### src/hw/rtl/tcw_pkg.sv
// ----------------------------------------------------------------------------
// tcw_pkg
// Shared constants, command encodings and types of the text console writer.
// ----------------------------------------------------------------------------
package tcw_pkg;

	localparam int COLUMNS    = 80;
	localparam int ROWS       = 25;
	localparam int TAB_STOP   = 8;
	localparam int CELL_COUNT = COLUMNS * ROWS;

	localparam int MODE_W  = 2;
	localparam int CHAR_W  = 8;
	localparam int COLOR_W = 4;
	localparam int ATTR_W  = 8;
	localparam int CELL_W  = CHAR_W + ATTR_W;
	localparam int ADDR_W  = 11;
	localparam int COL_W   = 7;
	localparam int ROW_W   = 5;
	localparam int PTR_W   = $clog2(CELL_COUNT);

	localparam int QUEUE_DEPTH = 2;
	localparam int QPTR_W      = $clog2(QUEUE_DEPTH);
	localparam int QCNT_W      = $clog2(QUEUE_DEPTH + 1);

	localparam logic [MODE_W-1:0] MODE_PUT   = MODE_W'(0);
	localparam logic [MODE_W-1:0] MODE_CLEAR = MODE_W'(1);
	localparam logic [MODE_W-1:0] MODE_READ  = MODE_W'(2);

	localparam logic [CHAR_W-1:0] CHAR_BACKSPACE = 8'h08;
	localparam logic [CHAR_W-1:0] CHAR_TAB       = 8'h09;
	localparam logic [CHAR_W-1:0] CHAR_CR        = 8'h0D;
	localparam logic [CHAR_W-1:0] CHAR_SPACE     = 8'h20;

	localparam logic [CELL_W-1:0] RESET_CELL       = 16'h0F20;
	localparam logic [ATTR_W-1:0] RESET_BLANK_ATTR = 8'h0F;

	typedef enum logic [2:0] {
		OP_NOP,
		OP_PUT,
		OP_BACKSPACE,
		OP_TAB,
		OP_CR,
		OP_CLEAR,
		OP_READ
	} op_t;

	typedef struct packed {
		op_t               op;
		logic [CELL_W-1:0] cell_word;
		logic [ADDR_W-1:0] addr;
		logic              addr_ok;
	} cmd_t;

	typedef struct packed {
		logic valid;
		cmd_t cmd;
	} cmd_slot_t;

	typedef enum logic [2:0] {
		ST_INIT,
		ST_IDLE,
		ST_SCROLL,
		ST_BLANK,
		ST_CLEAR,
		ST_DONE
	} state_t;

	typedef struct packed {
		logic              valid;
		logic              copy;
		logic [PTR_W-1:0]  addr;
		logic [CELL_W-1:0] data;
	} wr_t;

endpackage

### src/hw/rtl/tcw_front.sv
// ----------------------------------------------------------------------------
// tcw_front
// Accepts request transactions and decodes them into console commands.
// ----------------------------------------------------------------------------
module tcw_front (
	input  logic                          req_valid,
	output logic                          req_stall,
	input  logic [tcw_pkg::MODE_W-1:0]    mode,
	input  logic [tcw_pkg::CHAR_W-1:0]    char_code,
	input  logic [tcw_pkg::COLOR_W-1:0]   bg_color,
	input  logic [tcw_pkg::COLOR_W-1:0]   fg_color,
	input  logic [tcw_pkg::ADDR_W-1:0]    cell_address,
	input  logic                          q_full,
	output tcw_pkg::cmd_slot_t            push
);

	tcw_pkg::op_t put_op;
	tcw_pkg::op_t op;

	always_comb begin
		priority if (char_code == tcw_pkg::CHAR_BACKSPACE) begin
			put_op = tcw_pkg::OP_BACKSPACE;
		end else if (char_code == tcw_pkg::CHAR_TAB) begin
			put_op = tcw_pkg::OP_TAB;
		end else if (char_code == tcw_pkg::CHAR_CR) begin
			put_op = tcw_pkg::OP_CR;
		end else if (char_code >= tcw_pkg::CHAR_SPACE) begin
			put_op = tcw_pkg::OP_PUT;
		end else begin
			put_op = tcw_pkg::OP_NOP;
		end
	end

	always_comb begin
		unique case (mode)
			tcw_pkg::MODE_PUT:   op = put_op;
			tcw_pkg::MODE_CLEAR: op = tcw_pkg::OP_CLEAR;
			tcw_pkg::MODE_READ:  op = tcw_pkg::OP_READ;
			default:             op = tcw_pkg::OP_NOP;
		endcase
	end

	assign req_stall          = q_full;
	assign push.valid         = req_valid & ~q_full;
	assign push.cmd.op        = op;
	assign push.cmd.cell_word = {bg_color, fg_color, char_code};
	assign push.cmd.addr      = cell_address;
	assign push.cmd.addr_ok   = (cell_address < tcw_pkg::ADDR_W'(tcw_pkg::CELL_COUNT));

endmodule

### config.mk
export PLATFORM = sky130hd
export DESIGN_NAME = tcw_front
export DESIGN_NICKNAME = d
export VERILOG_FILES = /design/src/hw/rtl/tcw_pkg.sv /design/src/hw/rtl/tcw_front.sv
export SDC_FILE = /design/constraint.sdc
export NUM_CORES = 1
export LEC_CHECK = 0
export ABC_AREA = 0
export BUFFER_PORTS_ARGS = -buffer_cell sky130_fd_sc_hd__buf_2
export CAP_MARGIN = 20
export CORE_AREA = 10 10 49 51
export DETAILED_ROUTE_END_ITERATION = 16
export DIE_AREA = 0 0 59 61
export GPL_ROUTABILITY_DRIVEN = 0
export PLACE_DENSITY = 0.75
export SLEW_MARGIN = 10
export SYNTH_ARGS = -nofsm -noshare
export SYNTH_HDL_FRONTEND = slang
export SYNTH_SLANG_ARGS = --single-unit
### constraint.sdc
create_clock -name vclk -period 1
set_input_delay 0.15 -clock vclk [all_inputs]
set_output_delay 0.15 -clock vclk [all_outputs]
set_load 0.01 [all_outputs]
## Word-level counts from Yosys, hierarchy flattened

Cells that the tools add are included.

- Bits in registers: 0
- Bits of input ports: 31
- Output and inout bits: 33
- Logic and storage cells: 15

- Magnitude comparators: 2
- Eq/ne operators: 5
- Muxes and demuxes: 5
- Bitwise gates (word level): 2
- Reductions and logical operators: 1

Operator list:

| cell | count |
|---|---|
| $eq 8x4->1 const B | 3 |
| $lt 11x11->1 const B | 1 |
| $mux 3 | 3 |
| $pmux 3 s3 | 1 |
| $ge 8x6->1 const B | 1 |
| $eq 2x1->1 const B | 1 |
| $eq 2x2->1 const B | 1 |
| $logic_not 2->1 | 1 |
| $and 1x1->1 | 1 |
| $mux 1 | 1 |
| $not 1->1 | 1 |

## Logic depth before layout (Yosys ltp)

- Depth after elaboration: 6
- Mapped depth: 5
- Depth with buffers taken out: 5

## Worst setup path after synthesis

OpenSTA, ideal clock, no wires.

- Kind: input-to-output
- From: in mode[1] (netlist name)
- To: out push[28] (netlist name)
- Data arrival time: 0.942 ns
- Data required time: 0.850 ns
- Setup slack: -0.092 ns
- Stages: 5
- Path buffers: 0
- Cell sequence: inv_1 > ha_1 > and4bb_2 > a311oi_1 > a21oi_1

RTL lines:

| item | line | RTL |
|---|---|---|
| start, declared | tcw_front.sv:8 | `input logic [tcw_pkg::MODE_W-1:0] mode,` |
| end, declared | tcw_front.sv:14 | `output tcw_pkg::cmd_slot_t push` |

==> run summary <==
die area: 3600 sq um
Final Hold Vio Count: 0
std cell rows: 14
mux cell area share after synthesis: 0
Synth Warn #: 0
area leader, netlist: buf_4
vias per std cell: 4.55
DP HPWL: 977 um
grt total ovfl: 0
status: complete, but fails checks
register area: 0 sq um
largest net degree at the start of global routing: 5
post-synth net total: 78
# clk buffers: 0
Seq cells: 0
post-synthesis simple-gate area fraction: 0.121
IO Pins: 64
unique cell type count in the Yosys netlist: 15
complex-gate fraction of the synthesized area: 0.136
Crit path max-delay family: buffers and inverters
Avg Cell Area, Syn: 7.37 sq um
f_max: 0.829 GHz
critical path depth: 7
Chip Height: 61 um
PD cells: 434 nW/um^2
Vias: 346
largest family of logic cells by synthesized area: buffers and inverters
CP max stage delay: 0.24 ns
Gate Count Post-Synth: 45
multi-input logic area: 136 sq um
post-synthesis adder-cell area fraction: 0.0755
NumNets Final: 95
antenna fix cells: 0
Critical Path AT: 1.06 ns
Starting Density: 0.225
measured slew at the worst slew-check pin: 0.292 ns
max_cap viols: 0
Synth Cell Area: 332 sq um
Final period util: 1.21
GRT Total Usage: 0.0511
final total power: 0.000185 W
Finished Core Util: 0.290
Setup Fix Bufs, Post-CTS: 0
DRT Pass-1 Iters: 2
RSZ-0062 raised after global routing: yes
drt wl/cell: 14.2 um
vias in the first global route: 396
fin crit period: 1.21 ns
commonest cells in the synthesized netlist: buf_4 (28), inv_1 (3), ha_1 (2)
type of the worst setup path: in2out
crit start category: primary input
Synth Area in XOR/XNOR: 0
min-delay worst type: in2out
first-pass GRT wire length: 1570 um
critical path, cell by cell: buf_12 > inv_12 > ha_4 > and4bb_2 > a311oi_2 > a21oi_1 > buf_2
crit-path max FO: 3
Seq/Total Area, Yosys: 0
Yosys top cell area share: 0.634
final hold slack: 0.300 ns
Synth area leaders: buf_4 (63%), ha_1 (7.5%), and4bb_2 (3.8%)
pins over their slew limit: 0
Final ANT Viol Nets: 0
CP endpoint kind: primary output
DRC violations left: 0
violated checks: setup timing
share of cells above drive strength 1: 0.817
Pleak: 0.237 nW
critical path required time: 0.85 ns
slew margin rel.: 0.804
CP max stage cell: and4bb_2
wirelength, routed: 1080 um
startpoint of the worst hold path: fg_color[2]
# setup viols final: 3
Critical Path Sink: push[28]
core area: 1470 sq um
fill count: 166
1st-iter DRT viols: 1
Die W: 59 um
VDD IR max: 112 uV
count leader, synth: buf_4
final worst setup slack: -0.207 ns
CP startpoint: mode[1]
Area Growth Syn to Fin: 28.7%
buffers and inverters on the worst path: 3
initial antenna violation count: 0
port bufs: 40
-- power breakdown --
group | internal, W | total, W | switching (W)
clock network | 0 | 0 | 0
logic | 0.0000961 | 0.000185 | 0.0000890
registers | 0 | 0 | 0
total | 0.0000961 | 0.000185 | 0.0000890
-- cell families (layout without fill, tap and decap cells) --
family / Yosys count / count (layout)
AOI/OAI and AO/OA: 6 / 6
adders and majority gates: 2 / 2
buffers and inverters: 31 / 46
and+or+nand+nor: 6 / 6
-- cell type report --
class,instances,share of cell area
repair buffers,43,0.572
well taps,16,0.0469
multi-input cells,14,0.320
inverters,3,0.0616
-- worst min-delay path by stage --
stage	slack [ns]	endpoint	cells after the start
2_1_floorplan	0.35	push[31]	1
3_3_place_gp	0.30	push[20]	0
3_5_place_dp	0.30	push[20]	0
4_1_cts	0.30	push[20]	0
5_1_grt	0.30	push[27]	0
6_report	0.30	push[22]	0
-- per-stage QoR --
step | worst slack, ns | instances | instance area, sq um | setup TNS [ns]
floorplan | -0.0248 | 45 | 359 | -0.0248
global placement | -0.335 | 76 | 392 | -0.847
detailed placement | -0.353 | 76 | 392 | -0.901
CTS | -0.216 | 76 | 415 | -0.545
global route | -0.234 | 76 | 427 | -0.673
finish | -0.207 | 76 | 427 | -0.556
-- cell usage in the layout (no fill, tap or decap) --
cell type / instances
ha_1: 1
a21oi_1: 1
a311oi_2: 1
buf_2: 38
and3_1: 1
inv_1: 1
nand4_1: 1
and4bb_2: 1
inv_4: 1
inv_12: 1
nor2_1: 1
nor3_1: 1
ha_4: 1
o31a_1: 1
a41oi_2: 1
buf_4: 3
o21ai_1: 1
o2111ai_1: 1
buf_12: 1
nor2b_1: 1
buf_6: 1
-- per-layer routing --
layer  global-route usage  up-vias  routed length (um)
li1                     -      156                   -
met1               0.0369      138                 342
met2               0.0781       44                 363
met3               0.0585        8                 330
met4               0.0328        0                  45
met5                    0        -                   0
-- repair_timing --
action	in CTS	in global routing
hold buffers	0	0
setup endpoints to repair	3	3
resized for setup	6	2
gates cloned	0	0
pin swaps	4	3
No activity file was read; power rests on OpenSTA's default activity.
