--- src/hw/rtl/tcw_pkg.sv ---
// ----------------------------------------------------------------------------
// tcw_pkg
// Shared constants, command encodings and types of the text console writer.
// ----------------------------------------------------------------------------
package tcw_pkg;

	localparam int COLUMNS    = 80;
	localparam int ROWS       = 25;
	localparam int TAB_STOP   = 8;
	localparam int CELL_COUNT = COLUMNS * ROWS;

	localparam int MODE_W  = 2;
	localparam int CHAR_W  = 8;
	localparam int COLOR_W = 4;
	localparam int ATTR_W  = 8;
	localparam int CELL_W  = CHAR_W + ATTR_W;
	localparam int ADDR_W  = 11;
	localparam int COL_W   = 7;
	localparam int ROW_W   = 5;
	localparam int PTR_W   = $clog2(CELL_COUNT);

	localparam int QUEUE_DEPTH = 2;
	localparam int QPTR_W      = $clog2(QUEUE_DEPTH);
	localparam int QCNT_W      = $clog2(QUEUE_DEPTH + 1);

	localparam logic [MODE_W-1:0] MODE_PUT   = MODE_W'(0);
	localparam logic [MODE_W-1:0] MODE_CLEAR = MODE_W'(1);
	localparam logic [MODE_W-1:0] MODE_READ  = MODE_W'(2);

	localparam logic [CHAR_W-1:0] CHAR_BACKSPACE = 8'h08;
	localparam logic [CHAR_W-1:0] CHAR_TAB       = 8'h09;
	localparam logic [CHAR_W-1:0] CHAR_CR        = 8'h0D;
	localparam logic [CHAR_W-1:0] CHAR_SPACE     = 8'h20;

	localparam logic [CELL_W-1:0] RESET_CELL       = 16'h0F20;
	localparam logic [ATTR_W-1:0] RESET_BLANK_ATTR = 8'h0F;

	typedef enum logic [2:0] {
		OP_NOP,
		OP_PUT,
		OP_BACKSPACE,
		OP_TAB,
		OP_CR,
		OP_CLEAR,
		OP_READ
	} op_t;

	typedef struct packed {
		op_t               op;
		logic [CELL_W-1:0] cell_word;
		logic [ADDR_W-1:0] addr;
		logic              addr_ok;
	} cmd_t;

	typedef struct packed {
		logic valid;
		cmd_t cmd;
	} cmd_slot_t;

	typedef enum logic [2:0] {
		ST_INIT,
		ST_IDLE,
		ST_SCROLL,
		ST_BLANK,
		ST_CLEAR,
		ST_DONE
	} state_t;

	typedef struct packed {
		logic              valid;
		logic              copy;
		logic [PTR_W-1:0]  addr;
		logic [CELL_W-1:0] data;
	} wr_t;

endpackage

--- src/hw/rtl/tcw_queue.sv ---
// ----------------------------------------------------------------------------
// tcw_queue
// Short command queue between the decode front and the execution back end.
// ----------------------------------------------------------------------------
module tcw_queue (
	input  logic               clk,
	input  logic               arst_n,
	input  tcw_pkg::cmd_slot_t push,
	output logic               full,
	output tcw_pkg::cmd_slot_t head,
	input  logic               pop
);

	tcw_pkg::cmd_t                 slot_q [tcw_pkg::QUEUE_DEPTH];
	logic [tcw_pkg::QPTR_W-1:0]    wr_ptr_q;
	logic [tcw_pkg::QPTR_W-1:0]    rd_ptr_q;
	logic [tcw_pkg::QCNT_W-1:0]    count_q;
	logic                          do_push;
	logic                          do_pop;

	assign full     = (count_q == tcw_pkg::QCNT_W'(tcw_pkg::QUEUE_DEPTH));
	assign do_push  = push.valid & ~full;
	assign do_pop   = pop & (count_q != '0);
	assign head.valid = (count_q != '0);
	assign head.cmd   = slot_q[rd_ptr_q];

	always_ff @(posedge clk) begin
		if (do_push) begin
			slot_q[wr_ptr_q] <= push.cmd;
		end
	end

	always_ff @(posedge clk or negedge arst_n) begin
		if (!arst_n) begin
			wr_ptr_q <= '0;
			rd_ptr_q <= '0;
			count_q  <= '0;
		end else begin
			if (do_push) begin
				wr_ptr_q <= (wr_ptr_q == tcw_pkg::QPTR_W'(tcw_pkg::QUEUE_DEPTH - 1)) ?
					'0 : wr_ptr_q + 1'b1;
			end
			if (do_pop) begin
				rd_ptr_q <= (rd_ptr_q == tcw_pkg::QPTR_W'(tcw_pkg::QUEUE_DEPTH - 1)) ?
					'0 : rd_ptr_q + 1'b1;
			end
			if (do_push && !do_pop) begin
				count_q <= count_q + 1'b1;
			end else if (!do_push && do_pop) begin
				count_q <= count_q - 1'b1;
			end
		end
	end

endmodule

--- config.mk ---
export PLATFORM = sky130hd
export DESIGN_NAME = tcw_queue
export DESIGN_NICKNAME = d
export VERILOG_FILES = /design/src/hw/rtl/tcw_pkg.sv /design/src/hw/rtl/tcw_queue.sv
export SDC_FILE = /design/constraint.sdc
export NUM_CORES = 1
export LEC_CHECK = 0
export BUFFER_PORTS_ARGS = -buffer_cell sky130_fd_sc_hd__buf_4
export CAP_MARGIN = 5
export CELL_PAD_IN_SITES_DETAIL_PLACEMENT = 0
export CELL_PAD_IN_SITES_GLOBAL_PLACEMENT = 1
export CORE_UTILIZATION = 44
export CTS_CLUSTER_DIAMETER = 40
export DETAILED_ROUTE_END_ITERATION = 8
export HOLD_SLACK_MARGIN = 0.1
export PLACE_DENSITY = 0.77
export SLEW_MARGIN = 20
export SYNTH_ARGS = -nofsm -noshare
export SYNTH_HDL_FRONTEND = slang
export SYNTH_SLANG_ARGS = --single-unit
--- constraint.sdc ---
create_clock -name clk -period 3.1 [get_ports clk]
set_input_delay 0.93 -clock clk [delete_from_list [all_inputs] [get_ports clk]]
set_output_delay 0.93 -clock clk [all_outputs]
set_load 0.02 [all_outputs]
After elaboration in Yosys (flattened, before gate mapping)
Memory sizes are Yosys's and may differ from the RTL's.
Cells that the tools add are included.
{ "classes": {"add_sub_neg": 4, "eq_ne": 1, "muxes": 6, "bitwise_logic": 3, "reduce_logical": 6} }
{ "op_table": {"columns": ["operator", "count"], "rows": [
  ["$mux 1", 4],
  ["$mux 2", 2],
  ["$reduce_bool 2->1", 2],
  ["$add 1x1->1 const B", 2],
  ["$add 2x1->2 const B", 1],
  ["$and 1x1->1", 2],
  ["$eq 2x2->1 const B", 1],
  ["$logic_and 1x1->1", 2],
  ["$logic_not 1->1", 2],
  ["$sub 2x1->2 const B", 1],
  ["$not 1->1", 1]
]} }
{ "word_totals": {"reg_bits": 4, "ram_bits": 62, "in_bits": 35, "output_inout_bits": 33, "elab_cells": 24, "n_memories": 1} }
{ "memory_table": {"columns": ["name", "words", "word_bits", "rd", "rd_ports_with_merged_regs", "write_ports", "line_no", "rtl"], "rows": [
  ["slot_q", 2, 31, 1, 0, 1, "tcw_queue.sv:14", "tcw_pkg::cmd_t slot_q [tcw_pkg::QUEUE_DEPTH];"]
]} }

Logic depth before layout (Yosys ltp)
{ "depth": {"ltp_word": 7, "ltp_mapped": 7, "mapped_depth_nobuf": 7} }

Worst setup path before layout
OpenSTA, ideal clock, no wires.
{ "synth_timing": {"path_type": "input to register", "start": "input push[31] (netlist bit)", "end": "memory slot_q[0][0] (netlist bit) (enable)", "setup_time_ns": 0.419, "arrival_ns": 2.332, "required_time_ns": 2.681, "slack_ns": 0.349, "stages": 2, "n_path_buf": 0, "path_cell_list": "nand2_1 -> nor2_1"} }
{ "synth_via": {"elab_chain_cells": 3} }
{ "synth_lines": {"columns": ["element", "line_no", "rtl"], "rows": [
  ["start, declared", "tcw_queue.sv:8", "input tcw_pkg::cmd_slot_t push,"],
  ["$and 1x1->1", "tcw_queue.sv:22", "assign do_push = push.valid & ~full;"],
  ["$mux 1", "tcw_queue.sv:28", "if (do_push) begin"],
  ["$mux 1 (not written as such)", "tcw_queue.sv:29", "slot_q[wr_ptr_q] <= push.cmd;"],
  ["end, declared", "tcw_queue.sv:14", null]
]} }
No other way between the ends.

==> flow_metrics.tcl <==
set metrics [dict create \
    fin_crit_ns 2.636 \
    power_w 0.003127 \
    clockPowerShare 0.178 \
    track_usage 0.1500 \
    syn_inst 116 \
    diodes 0 \
    start_kind "flop" \
    place_hpwl_um 2925 \
    cp_max_fo 14 \
    crit_required_ns 2.17 \
    grt_pass1_vias 1387 \
    die_y_um 78.74 \
    seq_power_share 0.428 \
    first_pass_iters 4 \
    grt_setup_unrepaired "no" \
    setup_violations 0 \
    post_drt_wl_per_cell_um 15.36 \
    nFillCells 457 \
    row_count 27 \
    final.setup.tns_ns 0 \
    antenna_found_initial 0 \
    initial_utilization 0.4621 \
    clk_pin_slew_ns 0.06 \
    postCtsSetupRepairBufs 0 \
    run_status "finished clean" \
    r2r_slack_ns 1.38 \
    netSwitchingFraction 0.3174 \
    worstSetupStartpoint "rd_ptr_q$_DFFE_PN0P_" \
    r2r-end "slot_q[0][21]$_DFFE_PP_" \
    io_buffers 67 \
    yosysSeqAreaShare 0.7571 \
    routed-via-count 1261 \
    ctsResizeCount 0 \
    maxSlewHeadroom 0.7162 \
    ios 68 \
    worstSetupEndpointType "output pin" \
    drive_gt1_frac 0.5909 \
    arrival_ns 1.71 \
    fp.coreArea_um2 5608 \
    overflow 0 \
    timing.final.crit_share 0.8504 \
    place_ws_ns 0.7821 \
    leakage_nw 1.349 \
    finalClockSkew_ns 0.003920 \
    fin_cells 270 \
    synth_area_leader_cell "edfxtp_1" \
    antenna_left 0 \
    whs_ns 0.4004 \
    setup_slack_ns 0.4639 \
    maxSlewViolCount 0 \
    die_w_um 78.74 \
    synth-seq-cells 66 \
    grt_pass1_wl_um 6651 \
    dpl.cell_count 255 \
    cts_tree "yes" \
    clk_latency_ns 0.32 \
    syn_area_um2 2591 \
    p_comb_frac 0.394 \
    area_growth_syn_to_layout_pct 27.43 \
    syn_nets 152 \
    avgViaCountPerCell 4.670 \
    yosysTopAreaCellShare 0.7185 \
    cap_violations 0 \
    hold_class "primary input to asynchronous set/reset pin" \
    first_iter_violations 60 \
    ir_drop_v 0.0006558 \
    synth_area_per_cell_um2 22.34 \
    tightest_slew_ns 0.4257 \
    place.gp.congestion 0.6515 \
    cts_max_level 3 \
    cts.sinks 66 \
    root_buffer "clkbuf_8" \
    max_freq_mhz 379.3 \
    cts_hold_buf 0 \
    internal_power_w 0.002135 \
    yosysWarningCount 0 \
    routed_wl_um 4147 \
    cp-endpoint "head[1]" \
    yosys-top-cells-area "edfxtp_1 72%, mux2_4 17%, dfrtp_1 3.9%" \
    power.switching_w 0.0009924 \
    final_common_cell "buf_4" \
    die_area_um2 6200 \
    numCtsBuffers 9 \
    fin_nets 230 \
    ff2ff_path_depth 4 \
    clk_path_buf_depth 2 \
    hold_viol 0 \
    synth.distinct_cells 16 \
    critical_path_class "flop to output pin" \
    power.density_nw_per_um2 947.0 \
    reg2reg_from "count_q[0]$_DFFE_PN0P_" \
    grt_max_degree 32 \
    drcViolationCount 0 \
    final_cell_mix "71 x buf_4, 62 x edfxtp_1, 29 x mux2_4, 9 x clkbuf_8" \
]
[synthesized netlist by cell type]
| cell | number |
|---|---|
| nand2b_1 | 1 |
| mux2_4 | 29 |
| inv_1 | 2 |
| xor2_1 | 2 |
| mux2_2 | 2 |
| or2_1 | 1 |
| dfrtp_1 | 4 |
| buf_6 | 1 |
| nand2_1 | 1 |
| buf_12 | 3 |
| edfxtp_1 | 62 |
| ha_1 | 1 |
| nor2_1 | 2 |
| nand2_2 | 1 |
| and3_1 | 1 |
| xnor2_1 | 3 |
[power by group through the flow]
stage / logic (W) / clock network (W) / registers, W
after global routing: 0.00131 / 0.000615 / 0.00136
final: 0.00123 / 0.000557 / 0.00134
after global placement: 0.00123 / 0 / 0.00134
after CTS: 0.00126 / 0.000580 / 0.00134
after floorplan: 0.000949 / 0 / 0.00129
after detailed placement: 0.00125 / 0 / 0.00136
[how the worst min path moves through the flow]
| stage | from | end | cells after the start |
|---|---|---|---|
| final | arst_n | count_q[1]$_DFFE_PN0P_ | 1 |
| after global routing | arst_n | count_q[0]$_DFFE_PN0P_ | 1 |
| after CTS | arst_n | count_q[1]$_DFFE_PN0P_ | 1 |
| after detailed placement | count_q[1]$_DFFE_PN0P_ | count_q[1]$_DFFE_PN0P_ | 1 |
| after global placement | count_q[1]$_DFFE_PN0P_ | count_q[1]$_DFFE_PN0P_ | 1 |
| after floorplan | count_q[1]$_DFFE_PN0P_ | count_q[1]$_DFFE_PN0P_ | 1 |
[state kept, by name (all words and copies together), names as in the netlist]
name      count
slot_q       62
rd_ptr_q      1
wr_ptr_q      1
count_q       2
[final cells by class]
type                       instances  area [um2]  area share
tap                               72       90.09     0.02728
timing repair buffer              71       533.0      0.1614
clock buffer                      10       127.6     0.03865
sequential                        66        1963      0.5945
clock inverter                     5       22.52    0.006821
inverter                           2       7.507    0.002274
multi-input combinational         44       558.0      0.1690
[metal layers]
layer / wire length (um) / vias to the layer above / track usage
met5: 0 / - / 0
li1: - / 596 / -
met1: 1683 / 615 / 0.1748
met2: 2139 / 43 / 0.2461
met4: 54 / 0 / 0.08889
met3: 270 / 7 / 0.04368
[critical path, stage by stage (launching register included)]
cell     delay, ns
dfrtp_2       0.61
buf_4         0.30
mux2_4        0.32
buf_4         0.15
[cell families after synthesis]
| logic type | share of synthesized area |
|---|---|
| and+or+nand+nor | 0.01401 |
| adders and majority gates | 0.004828 |
| muxes | 0.1767 |
| xor gates and xnor gates | 0.01690 |
| DFF | 0.7571 |
| buffers and inverters | 0.03042 |
[through the flow]
stage | cell area, um2 | util
2_1_floorplan | 2591 | -
3_3_place_gp | 3152 | 0.5620
3_5_place_dp | 3152 | 0.5620
4_1_cts | 3302 | 0.5888
5_1_grt | 3302 | 0.5888
6_report | 3302 | 0.5888
Power figures use the tool's default switching activity.
